`config.mk`:
```
export PLATFORM = sky130hd
export DESIGN_NAME = dns_response_a_record_parser_unit
export DESIGN_NICKNAME = d
export VERILOG_FILES = /design/src/hdl/dnsarp_pkg.sv /design/src/hdl/dnsarp_front.sv /design/src/hdl/dnsarp_fifo.sv /design/src/hdl/dnsarp_back.sv /design/src/hdl/dns_response_a_record_parser_unit.sv
export SDC_FILE = /design/constraint.sdc
export NUM_CORES = 1
export LEC_CHECK = 0
export ABC_CLOCK_PERIOD_IN_PS = 8230
export BUFFER_PORTS_ARGS = -buffer_cell sky130_fd_sc_hd__buf_4
export CORE_MARGIN = 10
export CORE_UTILIZATION = 64
export CTS_BUF_LIST = sky130_fd_sc_hd__clkbuf_8
export DETAILED_ROUTE_END_ITERATION = 10
export PLACE_DENSITY = 0.83
export SLEW_MARGIN = 10
export SYNTH_ARGS = -nofsm -noshare
export SYNTH_HDL_FRONTEND = slang
export SYNTH_SLANG_ARGS = --single-unit
```
`constraint.sdc`:
```
create_clock -name clk -period 8.23 [get_ports clk]
set_clock_uncertainty 0.05 [all_clocks]
set_input_delay 1.2345 -clock clk [delete_from_list [all_inputs] [get_ports clk]]
set_output_delay 1.2345 -clock clk [all_outputs]
set_load 0.02 [all_outputs]
```
`src/hdl/dnsarp_pkg.sv`:
```
// Shared types and constants for the DNS response A-record parser.
package dnsarp_pkg;

	typedef enum logic [3:0] {
		PH_HEADER,
		PH_QLEN,
		PH_QLABEL,
		PH_QPTR,
		PH_QFIXED,
		PH_ALEN,
		PH_ALABEL,
		PH_APTR,
		PH_AFIXED,
		PH_RDATA,
		PH_DONE,
		PH_ERROR
	} phase_t;

	localparam logic [3:0] ST_OK         = 4'd0;
	localparam logic [3:0] ST_ID         = 4'd1;
	localparam logic [3:0] ST_NOT_RESP   = 4'd2;
	localparam logic [3:0] ST_OPCODE     = 4'd3;
	localparam logic [3:0] ST_QDCOUNT    = 4'd9;
	localparam logic [3:0] ST_LENGTH     = 4'd10;

	localparam logic       KIND_ADDR     = 1'b0;
	localparam logic       KIND_STATUS   = 1'b1;

	localparam logic [7:0] QR_MASK       = 8'h80;
	localparam logic [7:0] OPCODE_MASK   = 8'h78;
	localparam logic [7:0] RCODE_MASK    = 8'h0F;
	localparam logic [7:0] PTR_MASK      = 8'hC0;

	localparam logic [15:0] TYPE_A       = 16'd1;
	localparam logic [15:0] RDLEN_A      = 16'd4;

	// One request from the parser to the result side.
	typedef struct packed {
		logic        has_addr;
		logic [31:0] addr;
		logic [15:0] index;
		logic        has_status;
		logic [3:0]  status;
		logic [15:0] count;
	} job_t;

	typedef struct packed {
		logic        kind;
		logic [31:0] addr;
		logic [15:0] index;
		logic [3:0]  status;
		logic [15:0] count;
		logic        last;
	} result_t;

endpackage

```
`src/hdl/dnsarp_front.sv`:
```
// Byte parser: header checks, name skipping, answer walk; emits result requests.
module dnsarp_front import dnsarp_pkg::*; #(
	parameter int MAX_MESSAGE_BYTES = 512
) (
	input  logic        clk,
	input  logic        arst_n,
	input  logic        fire,
	input  logic [7:0]  resp_byte,
	input  logic        end_of_message,
	input  logic [15:0] expected_id,
	output logic        push,
	output job_t        job
);

	localparam int POS_W = $clog2(MAX_MESSAGE_BYTES + 1);
	localparam logic [POS_W-1:0] POS_MAX = POS_W'(MAX_MESSAGE_BYTES);

	phase_t            phase_q, phase_n;
	logic [POS_W-1:0]  pos_q, pos_n;
	logic [3:0]        fc_q, fc_n;
	logic [15:0]       ans_q, ans_n;
	logic [7:0]        lbl_q, lbl_n;
	logic [15:0]       rtype_q, rtype_n;
	logic [15:0]       rlen_q, rlen_n;
	logic [31:0]       acc_q, acc_n;
	logic [15:0]       found_q, found_n;
	logic [3:0]        err_q, err_n;
	logic              addr_hit;
	logic [3:0]        rc;
	logic [3:0]        st;

	always_comb begin
		phase_n  = phase_q;
		pos_n    = pos_q;
		fc_n     = fc_q;
		ans_n    = ans_q;
		lbl_n    = lbl_q;
		rtype_n  = rtype_q;
		rlen_n   = rlen_q;
		acc_n    = acc_q;
		found_n  = found_q;
		err_n    = err_q;
		addr_hit = 1'b0;
		rc       = resp_byte[3:0] & RCODE_MASK[3:0];
		st       = ST_OK;

		if (phase_q != PH_ERROR) begin
			if (pos_q >= POS_MAX) begin
				err_n   = ST_LENGTH;
				phase_n = PH_ERROR;
			end else begin
				case (phase_q)
					PH_HEADER: begin
						acc_n = {16'd0, acc_q[7:0], resp_byte};
						if (pos_q == POS_W'(1) && acc_n[15:0] != expected_id) begin
							err_n   = ST_ID;
							phase_n = PH_ERROR;
						end else if (pos_q == POS_W'(2)) begin
							if ((resp_byte & QR_MASK) == 8'd0) begin
								err_n   = ST_NOT_RESP;
								phase_n = PH_ERROR;
							end else if ((resp_byte & OPCODE_MASK) != 8'd0) begin
								err_n   = ST_OPCODE;
								phase_n = PH_ERROR;
							end
						end else if (pos_q == POS_W'(3)) begin
							if (rc inside {[4'd1:4'd5]}) begin
								err_n   = ST_OPCODE + rc;
								phase_n = PH_ERROR;
							end
						end else if (pos_q == POS_W'(5) && acc_n[15:0] != 16'd1) begin
							err_n   = ST_QDCOUNT;
							phase_n = PH_ERROR;
						end else if (pos_q == POS_W'(7)) begin
							ans_n = acc_n[15:0];
						end else if (pos_q == POS_W'(11)) begin
							acc_n   = 32'd0;
							phase_n = PH_QLEN;
						end
					end
					PH_QLEN, PH_ALEN: begin
						if (resp_byte == 8'd0) begin
							fc_n = 4'd0;
							if (phase_q == PH_QLEN) begin
								phase_n = PH_QFIXED;
							end else begin
								phase_n = PH_AFIXED;
								rtype_n = 16'd0;
								rlen_n  = 16'd0;
							end
						end else if ((resp_byte & PTR_MASK) != 8'd0) begin
							phase_n = (phase_q == PH_QLEN) ? PH_QPTR : PH_APTR;
						end else begin
							lbl_n   = resp_byte;
							phase_n = (phase_q == PH_QLEN) ? PH_QLABEL : PH_ALABEL;
						end
					end
					PH_QLABEL, PH_ALABEL: begin
						lbl_n = lbl_q - 8'd1;
						if (lbl_n == 8'd0)
							phase_n = (phase_q == PH_QLABEL) ? PH_QLEN : PH_ALEN;
					end
					PH_QPTR: begin
						fc_n    = 4'd0;
						phase_n = PH_QFIXED;
					end
					PH_APTR: begin
						fc_n    = 4'd0;
						phase_n = PH_AFIXED;
						rtype_n = 16'd0;
						rlen_n  = 16'd0;
					end
					PH_QFIXED: begin
						fc_n = fc_q + 4'd1;
						if (fc_n == 4'd4)
							phase_n = (ans_q == 16'd0) ? PH_DONE : PH_ALEN;
					end
					PH_AFIXED: begin
						if (fc_q < 4'd2)
							rtype_n = {rtype_q[7:0], resp_byte};
						else if (fc_q >= 4'd8)
							rlen_n = {rlen_q[7:0], resp_byte};
						fc_n = fc_q + 4'd1;
						if (fc_n == 4'd10) begin
							if (!(rtype_n == TYPE_A && rlen_n == RDLEN_A))
								rtype_n = 16'd0;
							acc_n = 32'd0;
							if (rlen_n == 16'd0) begin
								ans_n   = ans_q - 16'd1;
								phase_n = (ans_n == 16'd0) ? PH_DONE : PH_ALEN;
							end else begin
								phase_n = PH_RDATA;
							end
						end
					end
					PH_RDATA: begin
						acc_n  = {acc_q[23:0], resp_byte};
						rlen_n = rlen_q - 16'd1;
						if (rlen_n == 16'd0) begin
							ans_n    = ans_q - 16'd1;
							phase_n  = (ans_n == 16'd0) ? PH_DONE : PH_ALEN;
							addr_hit = (rtype_q == TYPE_A);
						end
					end
					default: begin
					end
				endcase
			end
		end

		if (pos_q < POS_MAX)
			pos_n = pos_q + POS_W'(1);

		if (addr_hit && found_q != 16'hFFFF)
			found_n = found_q + 16'd1;

		if (phase_n == PH_ERROR)
			st = err_n;
		else if (phase_n == PH_DONE)
			st = ST_OK;
		else
			st = ST_LENGTH;

		job.has_addr   = addr_hit;
		job.addr       = acc_n;
		job.index      = found_q;
		job.has_status = end_of_message;
		job.status     = st;
		job.count      = found_n;
		push           = fire && (addr_hit || end_of_message);
	end

	always_ff @(posedge clk or negedge arst_n) begin
		if (!arst_n) begin
			phase_q <= PH_HEADER;
			pos_q   <= '0;
			fc_q    <= '0;
			ans_q   <= '0;
			lbl_q   <= '0;
			rtype_q <= '0;
			rlen_q  <= '0;
			acc_q   <= '0;
			found_q <= '0;
			err_q   <= ST_OK;
		end else if (fire) begin
			if (end_of_message) begin
				phase_q <= PH_HEADER;
				pos_q   <= '0;
				fc_q    <= '0;
				ans_q   <= '0;
				lbl_q   <= '0;
				rtype_q <= '0;
				rlen_q  <= '0;
				acc_q   <= '0;
				found_q <= '0;
				err_q   <= ST_OK;
			end else begin
				phase_q <= phase_n;
				pos_q   <= pos_n;
				fc_q    <= fc_n;
				ans_q   <= ans_n;
				lbl_q   <= lbl_n;
				rtype_q <= rtype_n;
				rlen_q  <= rlen_n;
				acc_q   <= acc_n;
				found_q <= found_n;
				err_q   <= err_n;
			end
		end
	end

endmodule

```
`src/hdl/dnsarp_fifo.sv`:
```
// Small flip-flop queue of result requests between parser and output side.
module dnsarp_fifo import dnsarp_pkg::*; #(
	parameter int DEPTH = 4
) (
	input  logic clk,
	input  logic arst_n,
	input  logic push,
	input  job_t wr_job,
	input  logic pop,
	output job_t head,
	output logic empty,
	output logic full
);

	localparam int PTR_W = (DEPTH > 1) ? $clog2(DEPTH) : 1;
	localparam int CNT_W = $clog2(DEPTH + 1);

	job_t             mem_q [DEPTH];
	logic [PTR_W-1:0] wr_ptr_q;
	logic [PTR_W-1:0] rd_ptr_q;
	logic [CNT_W-1:0] count_q;

	assign empty = (count_q == CNT_W'(0));
	assign full  = (count_q == CNT_W'(DEPTH));
	assign head  = mem_q[rd_ptr_q];

	always_ff @(posedge clk) begin
		if (push)
			mem_q[wr_ptr_q] <= wr_job;
	end

	always_ff @(posedge clk or negedge arst_n) begin
		if (!arst_n) begin
			wr_ptr_q <= '0;
			rd_ptr_q <= '0;
			count_q  <= '0;
		end else begin
			if (push)
				wr_ptr_q <= (wr_ptr_q == PTR_W'(DEPTH - 1)) ? '0 : wr_ptr_q + PTR_W'(1);
			if (pop)
				rd_ptr_q <= (rd_ptr_q == PTR_W'(DEPTH - 1)) ? '0 : rd_ptr_q + PTR_W'(1);
			case ({push, pop})
				2'b10:   count_q <= count_q + CNT_W'(1);
				2'b01:   count_q <= count_q - CNT_W'(1);
				default: count_q <= count_q;
			endcase
		end
	end

	a_no_overflow: assert property (@(posedge clk) disable iff (!arst_n)
		push |-> (!full || pop))
		else $error("queue written while full");

	a_no_underflow: assert property (@(posedge clk) disable iff (!arst_n)
		pop |-> !empty)
		else $error("queue read while empty");

endmodule

```
`src/hdl/dnsarp_back.sv`:
```
// Result side: splits each request into address and status results, output register.
module dnsarp_back import dnsarp_pkg::*; (
	input  logic    clk,
	input  logic    arst_n,
	input  job_t    head,
	input  logic    empty,
	output logic    pop,
	output logic    out_valid,
	input  logic    out_ready,
	output result_t out_res
);

	logic    out_valid_q;
	result_t out_q;
	logic    addr_done_q;
	logic    take_addr;
	logic    load;
	result_t piece;

	always_comb begin
		take_addr = head.has_addr && !addr_done_q;
		if (take_addr) begin
			piece.kind   = KIND_ADDR;
			piece.addr   = head.addr;
			piece.index  = head.index;
			piece.status = ST_OK;
			piece.count  = 16'd0;
			piece.last   = !head.has_status;
		end else begin
			piece.kind   = KIND_STATUS;
			piece.addr   = 32'd0;
			piece.index  = 16'd0;
			piece.status = head.status;
			piece.count  = head.count;
			piece.last   = 1'b1;
		end
		load = !empty && (!out_valid_q || out_ready);
		pop  = load && !(take_addr && head.has_status);
	end

	always_ff @(posedge clk or negedge arst_n) begin
		if (!arst_n) begin
			out_valid_q <= 1'b0;
			addr_done_q <= 1'b0;
		end else begin
			if (load)
				out_valid_q <= 1'b1;
			else if (out_ready)
				out_valid_q <= 1'b0;
			if (load)
				addr_done_q <= take_addr && head.has_status;
		end
	end

	always_ff @(posedge clk) begin
		if (load)
			out_q <= piece;
	end

	assign out_valid = out_valid_q;
	assign out_res   = out_q;

	a_split_pending: assert property (@(posedge clk) disable iff (!arst_n)
		addr_done_q |-> (!empty && head.has_addr && head.has_status))
		else $error("split request lost from queue head");

	a_split_holds_addr: assert property (@(posedge clk) disable iff (!arst_n)
		addr_done_q |-> (out_valid_q && out_q.kind == KIND_ADDR && !out_q.last))
		else $error("address half of split request not on output");

endmodule

```
`src/hdl/dns_response_a_record_parser_unit.sv`:
```
// Top level of the DNS response A-record parser.
// Takes one response byte per clock (s_tlast marks the final byte) and checks the
// header, skips the question and walks the answers; each type A answer with a
// 4-byte RDATA yields an address result and the final byte yields a status result.
// The parser takes a byte every cycle; results leave one per cycle while m_tready is
// high, from an output register fed by a 4-entry request queue, so s_tready drops
// only while that queue is full. A final address-completing byte gives two results.
// expected_id is written over the cfg channel, which is always ready.
module dns_response_a_record_parser_unit import dnsarp_pkg::*; #(
	parameter int MAX_MESSAGE_BYTES = 512
) (
	input  logic        clk,
	input  logic        arst_n,
	input  logic        cfg_valid,
	output logic        cfg_ready,
	input  logic [15:0] cfg_data,     // expected_id
	input  logic        s_tvalid,
	output logic        s_tready,
	input  logic [7:0]  s_tdata,      // resp_byte
	input  logic        s_tlast,      // end_of_message
	output logic        m_tvalid,
	input  logic        m_tready,
	output logic [71:0] m_tdata,      // ipv4_address, address_index, status, address_count
	output logic        m_tuser,      // result_kind
	output logic        m_tlast       // last
);

	logic [15:0] expected_id_q;
	logic        fire;
	logic        push;
	job_t        job;
	job_t        head;
	logic        empty;
	logic        full;
	logic        pop;
	result_t     res;

	assign cfg_ready = 1'b1;

	always_ff @(posedge clk or negedge arst_n) begin
		if (!arst_n)
			expected_id_q <= 16'd1;
		else if (cfg_valid && cfg_ready)
			expected_id_q <= cfg_data;
	end

	assign s_tready = !full;
	assign fire     = s_tvalid && s_tready;

	dnsarp_front #(
		.MAX_MESSAGE_BYTES(MAX_MESSAGE_BYTES)
	) u_front (
		.clk           (clk),
		.arst_n        (arst_n),
		.fire          (fire),
		.resp_byte     (s_tdata),
		.end_of_message(s_tlast),
		.expected_id   (expected_id_q),
		.push          (push),
		.job           (job)
	);

	dnsarp_fifo #(
		.DEPTH(4)
	) u_fifo (
		.clk   (clk),
		.arst_n(arst_n),
		.push  (push),
		.wr_job(job),
		.pop   (pop),
		.head  (head),
		.empty (empty),
		.full  (full)
	);

	dnsarp_back u_back (
		.clk      (clk),
		.arst_n   (arst_n),
		.head     (head),
		.empty    (empty),
		.pop      (pop),
		.out_valid(m_tvalid),
		.out_ready(m_tready),
		.out_res  (res)
	);

	assign m_tdata = {4'd0, res.count, res.status, res.index, res.addr};
	assign m_tuser = res.kind;
	assign m_tlast = res.last;

endmodule
```
Yosys cells after proc, flatten, opt, wreduce, memory -nomap -nowiden

Memories as Yosys holds them, arrays and structs flattened.
Index checks and enable logic that the tools add are counted.

Bits in registers: 221
RAM bits: 280
Output and inout port bits: 77
Logic and storage cells: 243
Memories: 1

Add/sub/neg operators: 11
Magnitude comparators: 6
Equality and inequality tests: 44
Multiplexer cells: 110
Reduce and logical (&&, ||, !) cells: 49

Memories:

| name         | depth | bits a word | read ports | clocked after Yosys merged registers in | wr ports | line              | RTL |
|---|---|---|---|---|---|---|---|
| u_fifo.mem_q | 4     | 70          | 1          | 0                                       | 1        | dnsarp_fifo.sv:18 | `job_t mem_q [DEPTH];` |

Operators with widths:

| kind                                                                   | count |
|---|---|
| 16-bit two-way mux                                                     | 33 |
| 32-bit two-way mux                                                     | 9 |
| 4-bit two-way mux                                                      | 39 |
| 16-bit one-hot mux with 3 select lines                                 | 2 |
| 32-bit one-hot mux with 3 select lines                                 | 1 |
| 70-bit two-way mux                                                     | 1 |
| 16-bit logical NOT                                                     | 4 |
| 16-bit one-hot mux with 4 select lines                                 | 1 |
| 8-bit two-way mux                                                      | 5 |
| 16-bit by 1-bit equality test with 1-bit output, second input constant | 2 |
| 4-bit one-hot mux with 8 select lines                                  | 1 |
| 16-bit by 1-bit subtractor with 16-bit output, second input constant   | 2 |
| 8-bit logical NOT                                                      | 3 |
| 3-bit != test, second input constant                                   | 7 |
| 10-bit by 2-bit equality test with 1-bit output, second input constant | 2 |
| 10-bit by 3-bit equality test with 1-bit output, second input constant | 2 |
| 4-bit by 3-bit equality test with 1-bit output, second input constant  | 5 |
| 4-bit equality test, second input constant                             | 5 |
| 10-bit two-way mux                                                     | 2 |
| 6-bit AND reduction                                                    | 3 |
| 16-bit by 1-bit adder with 16-bit output, second input constant        | 1 |
| 16-bit by 3-bit equality test with 1-bit output, second input constant | 1 |
| 16-bit by 1-bit != test with 1-bit output, second input constant       | 1 |
| 16-bit != test                                                         | 1 |
| other kinds (44)                                                       | 87 |

Longest topological paths before layout

Word-level depth: 15
Depth in mapped cells: 16

Cells and area by module

From an unflattened synthesis, not the netlist that was laid out.

Cells, all modules: 1642
Area, all modules: 22848.2 µm²

By module, submodules not included:

| module                            | instances | cells each | area each (µm²) | seq. area each (µm²) |
|---|---|---|---|---|
| dnsarp_fifo                       | 1         | 404        | 10597.7         | 8583.2 |
| dnsarp_front                      | 1         | 1038       | 8852.2          | 3153.0 |
| dnsarp_back                       | 1         | 157        | 2692.6          | 2152.1 |
| dns_response_a_record_parser_unit | 1         | 43         | 705.7           | 401.6 |

Worst setup path before layout

Ideal clock, no wire load.

Kind: input -> register
From: input port m_tready
To: register u_fifo.count_q[2]
Library setup time: 0.079 ns
Arrival time: 6.498 ns
Slack: 1.603 ns
Cell stages on the path: 10
Path buffers: 0
Cell sequence: inv_1 -> a21oi_1 -> nand2_1 -> inv_1 -> ha_1 -> inv_1 -> fa_1 -> xor2_1 -> nor2_1 -> xor2_1

Cells in the longest elaborated chain, start to end: 5
Elaborated cells between the ends (all ways): 7

Ends and longest elaborated chain:

| element                                                                                      | line                                    | RTL |
|---|---|---|
| start, declared                                                                              | dns_response_a_record_parser_unit.sv:22 | `input logic m_tready,` |
| 1-bit logical OR *                                                                           | dnsarp_back.sv:37                       | `load = !empty && (!out_valid_q \|\| out_ready);` |
| 1-bit logical AND *                                                                          | dnsarp_back.sv:37                       |  |
| via u_back.load                                                                              | dnsarp_back.sv:17                       | `logic load;` |
| 1-bit logical AND *                                                                          | dnsarp_back.sv:38                       | `pop = load && !(take_addr && head.has_status);` |
| via pop                                                                                      | dns_response_a_record_parser_unit.sv:35 | `logic pop;` |
| 2-bit by 1-bit equality test with 1-bit output / 2-bit equality test (equally long branches) | dnsarp_fifo.sv:42                       | `case ({push, pop})` |
| 3-bit one-hot mux with 2 select lines / 2-bit nonzero test (equally long branches)           | --                                      |  |
| end signal, assigned                                                                         | dnsarp_fifo.sv:43                       | `2'b10: count_q <= count_q + CNT_W'(1);` |
| end signal, assigned                                                                         | dnsarp_fifo.sv:44                       | `2'b01: count_q <= count_q - CNT_W'(1);` |
| end signal, assigned                                                                         | dnsarp_fifo.sv:45                       | `default: count_q <= count_q;` |
| end, declared                                                                                | dnsarp_fifo.sv:21                       | `logic [CNT_W-1:0] count_q;` |

The timed path passes the listed nets; every way through them passes the cells marked *.
A chain may end at the register's enable or synchronous reset.

Final worst setup path

From: register u_front.rlen_q[1]
To: memory u_fifo.mem_q[1][45] in the netlist's numbering (enable)

Cells in the longest elaborated chain, start to end: 10

Ends and longest elaborated chain:

| element                                       | line                | RTL |
|---|---|---|
| start, declared                               | dnsarp_front.sv:24  | `logic [15:0] rlen_q, rlen_n;` |
| start signal, assigned                        | dnsarp_front.sv:204 | `rlen_q <= rlen_n;` |
| 16-bit by 1-bit subtractor with 16-bit output | dnsarp_front.sv:138 | `rlen_n = rlen_q - 16'd1;` |
| 16-bit logical NOT                            | dnsarp_front.sv:139 | `if (rlen_n == 16'd0) begin` |
| 1-bit two-way mux                             | dnsarp_front.sv:139 |  |
| 1-bit two-way mux                             | dnsarp_front.sv:52  | `case (phase_q)` |
| 1-bit two-way mux                             | dnsarp_front.sv:48  | `if (pos_q >= POS_MAX) begin` |
| 1-bit two-way mux                             | dnsarp_front.sv:47  | `if (phase_q != PH_ERROR) begin` |
| 1-bit logical OR                              | dnsarp_front.sv:170 | `push = fire && (addr_hit \|\| end_of_message);` |
| 1-bit logical AND                             | dnsarp_front.sv:170 |  |
| 1-bit two-way mux                             | dnsarp_fifo.sv:28   | `if (push)` |
| 1-bit two-way mux (implied by the code)       | dnsarp_fifo.sv:29   | `mem_q[wr_ptr_q] <= wr_job;` |
| end, declared                                 | dnsarp_fifo.sv:18   |  |

Every way passes these cells.

==> flow_summary.yaml <==
outcome:
  status: "finished clean"
worst_setup_path:
  slowest_stage: "and2_2"
  path_buf_inv: 2
  end_kind: "flop"
  crit_chain: "inv_1 -> ha_1 -> or3b_2 -> nor4_4 -> xor2_2 -> nor4_1 -> nand4b_1 -> a21oi_1 -> and2_2 -> buf_4"
  worstSetupStartpointType: "flop"
  worstSetupPathType: "flop to flop"
  path_delay_family: "simple AND/OR/NAND/NOR gates"
  arrival_ns: 5.33
  slowest_delay_ns: 1.07
  crit_path_max_fanout: 43
  cp.required_ns: 8.45
  rrSetupSlack_ns: 3.12
global_route:
  grt_max_degree: 84
  overflow: 0
  first_global_vias: 15000
  grt_first_pass_wirelength_um: 84400
  antenna_found_initial: 0
  grt_util_all_layers_pct: 24.2
finish:
  final_common_cell: "edfxtp_1"
  num-nets-final: 1802
  final_util_pct: 72.8
  layout-drive-gt1-share_pct: 19.9
  layout_common_cells: "350 x edfxtp_1, 148 x dfrtp_1, 121 x buf_4"
  diodes: 0
  area_growth_pct: 11.5
  final_cells: 2267
  final_area_um2: 25300
timing:
  tns_ns: 0
  finalWorstSetupSlack_ns: 3.12
  fin_crit_ns: 5.11
  slew_violations: 0
  finalHoldViolations: 0
  fin_crit_sh_pct: 62.1
  setup_viol: 0
  fmax_ghz: 0.196
  whs_ns: 0.448
  rsz0062_at_grt: "false"
  worst_pin_slew_ns: 1.21
  relSlewSlack_pct: 19.5
drt:
  wire_per_inst_um: 23.3
  vias_per_cell: 6.55
  drt-pass1-iter-count: 5
  drc: 0
  drt-total-wl_um: 52800
  dr.first_iter.drc_count: 1471
  ant_nets: 0
  vias: 14900
place:
  numPortBuffers: 101
  pre_cts_slack_ns: 3.12
  placed_area_um2: 23700
  gp_routability_congestion: 0.937
  hpwl_um: 33600
  place_inst: 2122
pwr:
  peakVddDrop_uv: 229
  power_density_nw_per_um2: 341
  p_leak_nw: 9.76
  p_total_mw: 8.62
clock_network:
  ctsResizeCount: 0
  cts_tree: "done"
  post_cts_buffers: 0
  root_buffer: "clkbuf_8"
  cts.sinks: 501
  cts_made_buffers: 78
  ctsHoldBuffers: 0
  cts_max_level: 3
  cts.clk_slew.worst_paths_ns: 0.06
  clockBufferDepth: 3
  clk_latency_ns: 0.64
worst_hold_path:
  worst_hold_path_type: "flop to flop"
floorplan:
  die_h_um: 208
  initial_core_util_pct: 65.3
  rows: 68
  io_pins: 107
  dieArea_um2: 43400
  core_um2: 34700
  die_w_um: 208
logic_synthesis:
  synth_area_um2: 22700
  syn_area_per_cell_um2: 13.7
  synth_edf_count: 350
  synthArstFlopShare_pct: 30.1
  synthCells: 1659
  synth_cell_types: 91
  ys_seq_area_share_pct: 63.0
  ys_ff_latch: 501
  ys.flop_type: "edfxtp_1"
  yosys_warnings: 0
flow_run:
  drv_cap: 0
==> area by class of cell <==
cell class	count	area (um2)
Timing Repair Buffer	122	920
Inverter	37	139
Multi-Input combinational cell	1007	7810
Clock buffer	93	1280
Clock inverter	52	264
Fill cell	2172	9430
Sequential cell	501	14300
Tap cell	455	569
==> path summary, 6_finish.rpt <==
check | start | to | depth (start not counted)
worst max-delay path | u_front.rlen_q[1] | u_fifo.mem_q[1][45] | 10
worst min-delay path | u_fifo.count_q[0] | u_fifo.count_q[0] | 1
worst max register to register | u_front.rlen_q[1] | u_fifo.mem_q[1][45] | 10
worst min register to register | u_fifo.count_q[0] | u_fifo.count_q[0] | 1
max in group asynchronous | arst_n | u_fifo.rd_ptr_q[0] | 2
min in group asynchronous | arst_n | u_front.fc_q[0] | 1
==> logic make-up after synthesis <==
logic type,count (synthesis),share of synthesized area [%]
other cells,2,0.0331
fa+ha+maj,25,1.41
simple gates,468,11.4
buf+inv,154,2.78
mux,108,8.74
xor+xnor,46,1.81
flops,501,63.0
compound gates,355,10.8
==> Yosys cell counts (all sizes together) (6+ instances only) <==
master / count / area, um2
a21o: 7 / 52.6
and2: 29 / 181
nor4: 27 / 251
nand2: 80 / 300
nand4: 17 / 106
edfxtp: 350 / 10500
ha: 24 / 300
nand3: 31 / 160
o22ai: 8 / 50.1
mux2i: 18 / 180
o21ai: 95 / 475
mux2: 20 / 225
nor2: 100 / 375
nand2b: 13 / 81.3
a211oi: 7 / 52.6
and3: 62 / 393
xor2: 19 / 174
or3: 10 / 62.6
clkbuf: 92 / 345
inv: 36 / 135
a22o: 88 / 771
dfrtp: 150 / 3750
xnor2: 27 / 236
nor3: 50 / 280
o31ai: 21 / 158
a32oi: 6 / 52.6
mux4: 70 / 1580
or4: 9 / 71.3
buf: 25 / 146
a21oi: 65 / 329
nor2b: 14 / 87.6
==> flip-flops by register name (all words and copies together) (netlist names), 8 cells and up <==
register / flops
u_fifo.mem_q: 280
u_back.out_res: 70
u_front.acc_q: 32
expected_id_q: 16
u_front.ans_q: 16
u_front.found_q: 16
u_front.rlen_q: 16
u_front.rtype_q: 16
u_front.pos_q: 10
u_front.lbl_q: 8
==> power by group <==
part	internal [mW]	switching (mW)	total, mW
Sequential	3.33	0.362	3.69
Clock	1.07	0.954	2.02
Combinational	1.17	1.74	2.91
Total	5.56	3.06	8.62
==> layer usage <==
| metal | track usage, % | vias up | wire (um) |
|---|---|---|---|
| li1 | - | 6587 | - |
| met1 | 31.6 | 7482 | 20400 |
| met2 | 40.3 | 681 | 26700 |
| met3 | 4.21 | 107 | 4290 |
| met4 | 8.32 | 0 | 1370 |
| met5 | 0 | - | 0 |
==> worst reg2reg max path, cell delays in order, from the launching register on <==
cell      delay (ns)
dfrtp_1         0.46
inv_1           0.14
ha_1            0.30
or3b_2          0.50
nor4_4          0.24
xor2_2          0.15
nor4_1          0.35
nand4b_1        0.33
a21oi_1         0.59
and2_2          1.07
buf_4           0.57
Power figures use the tool's default switching activity.
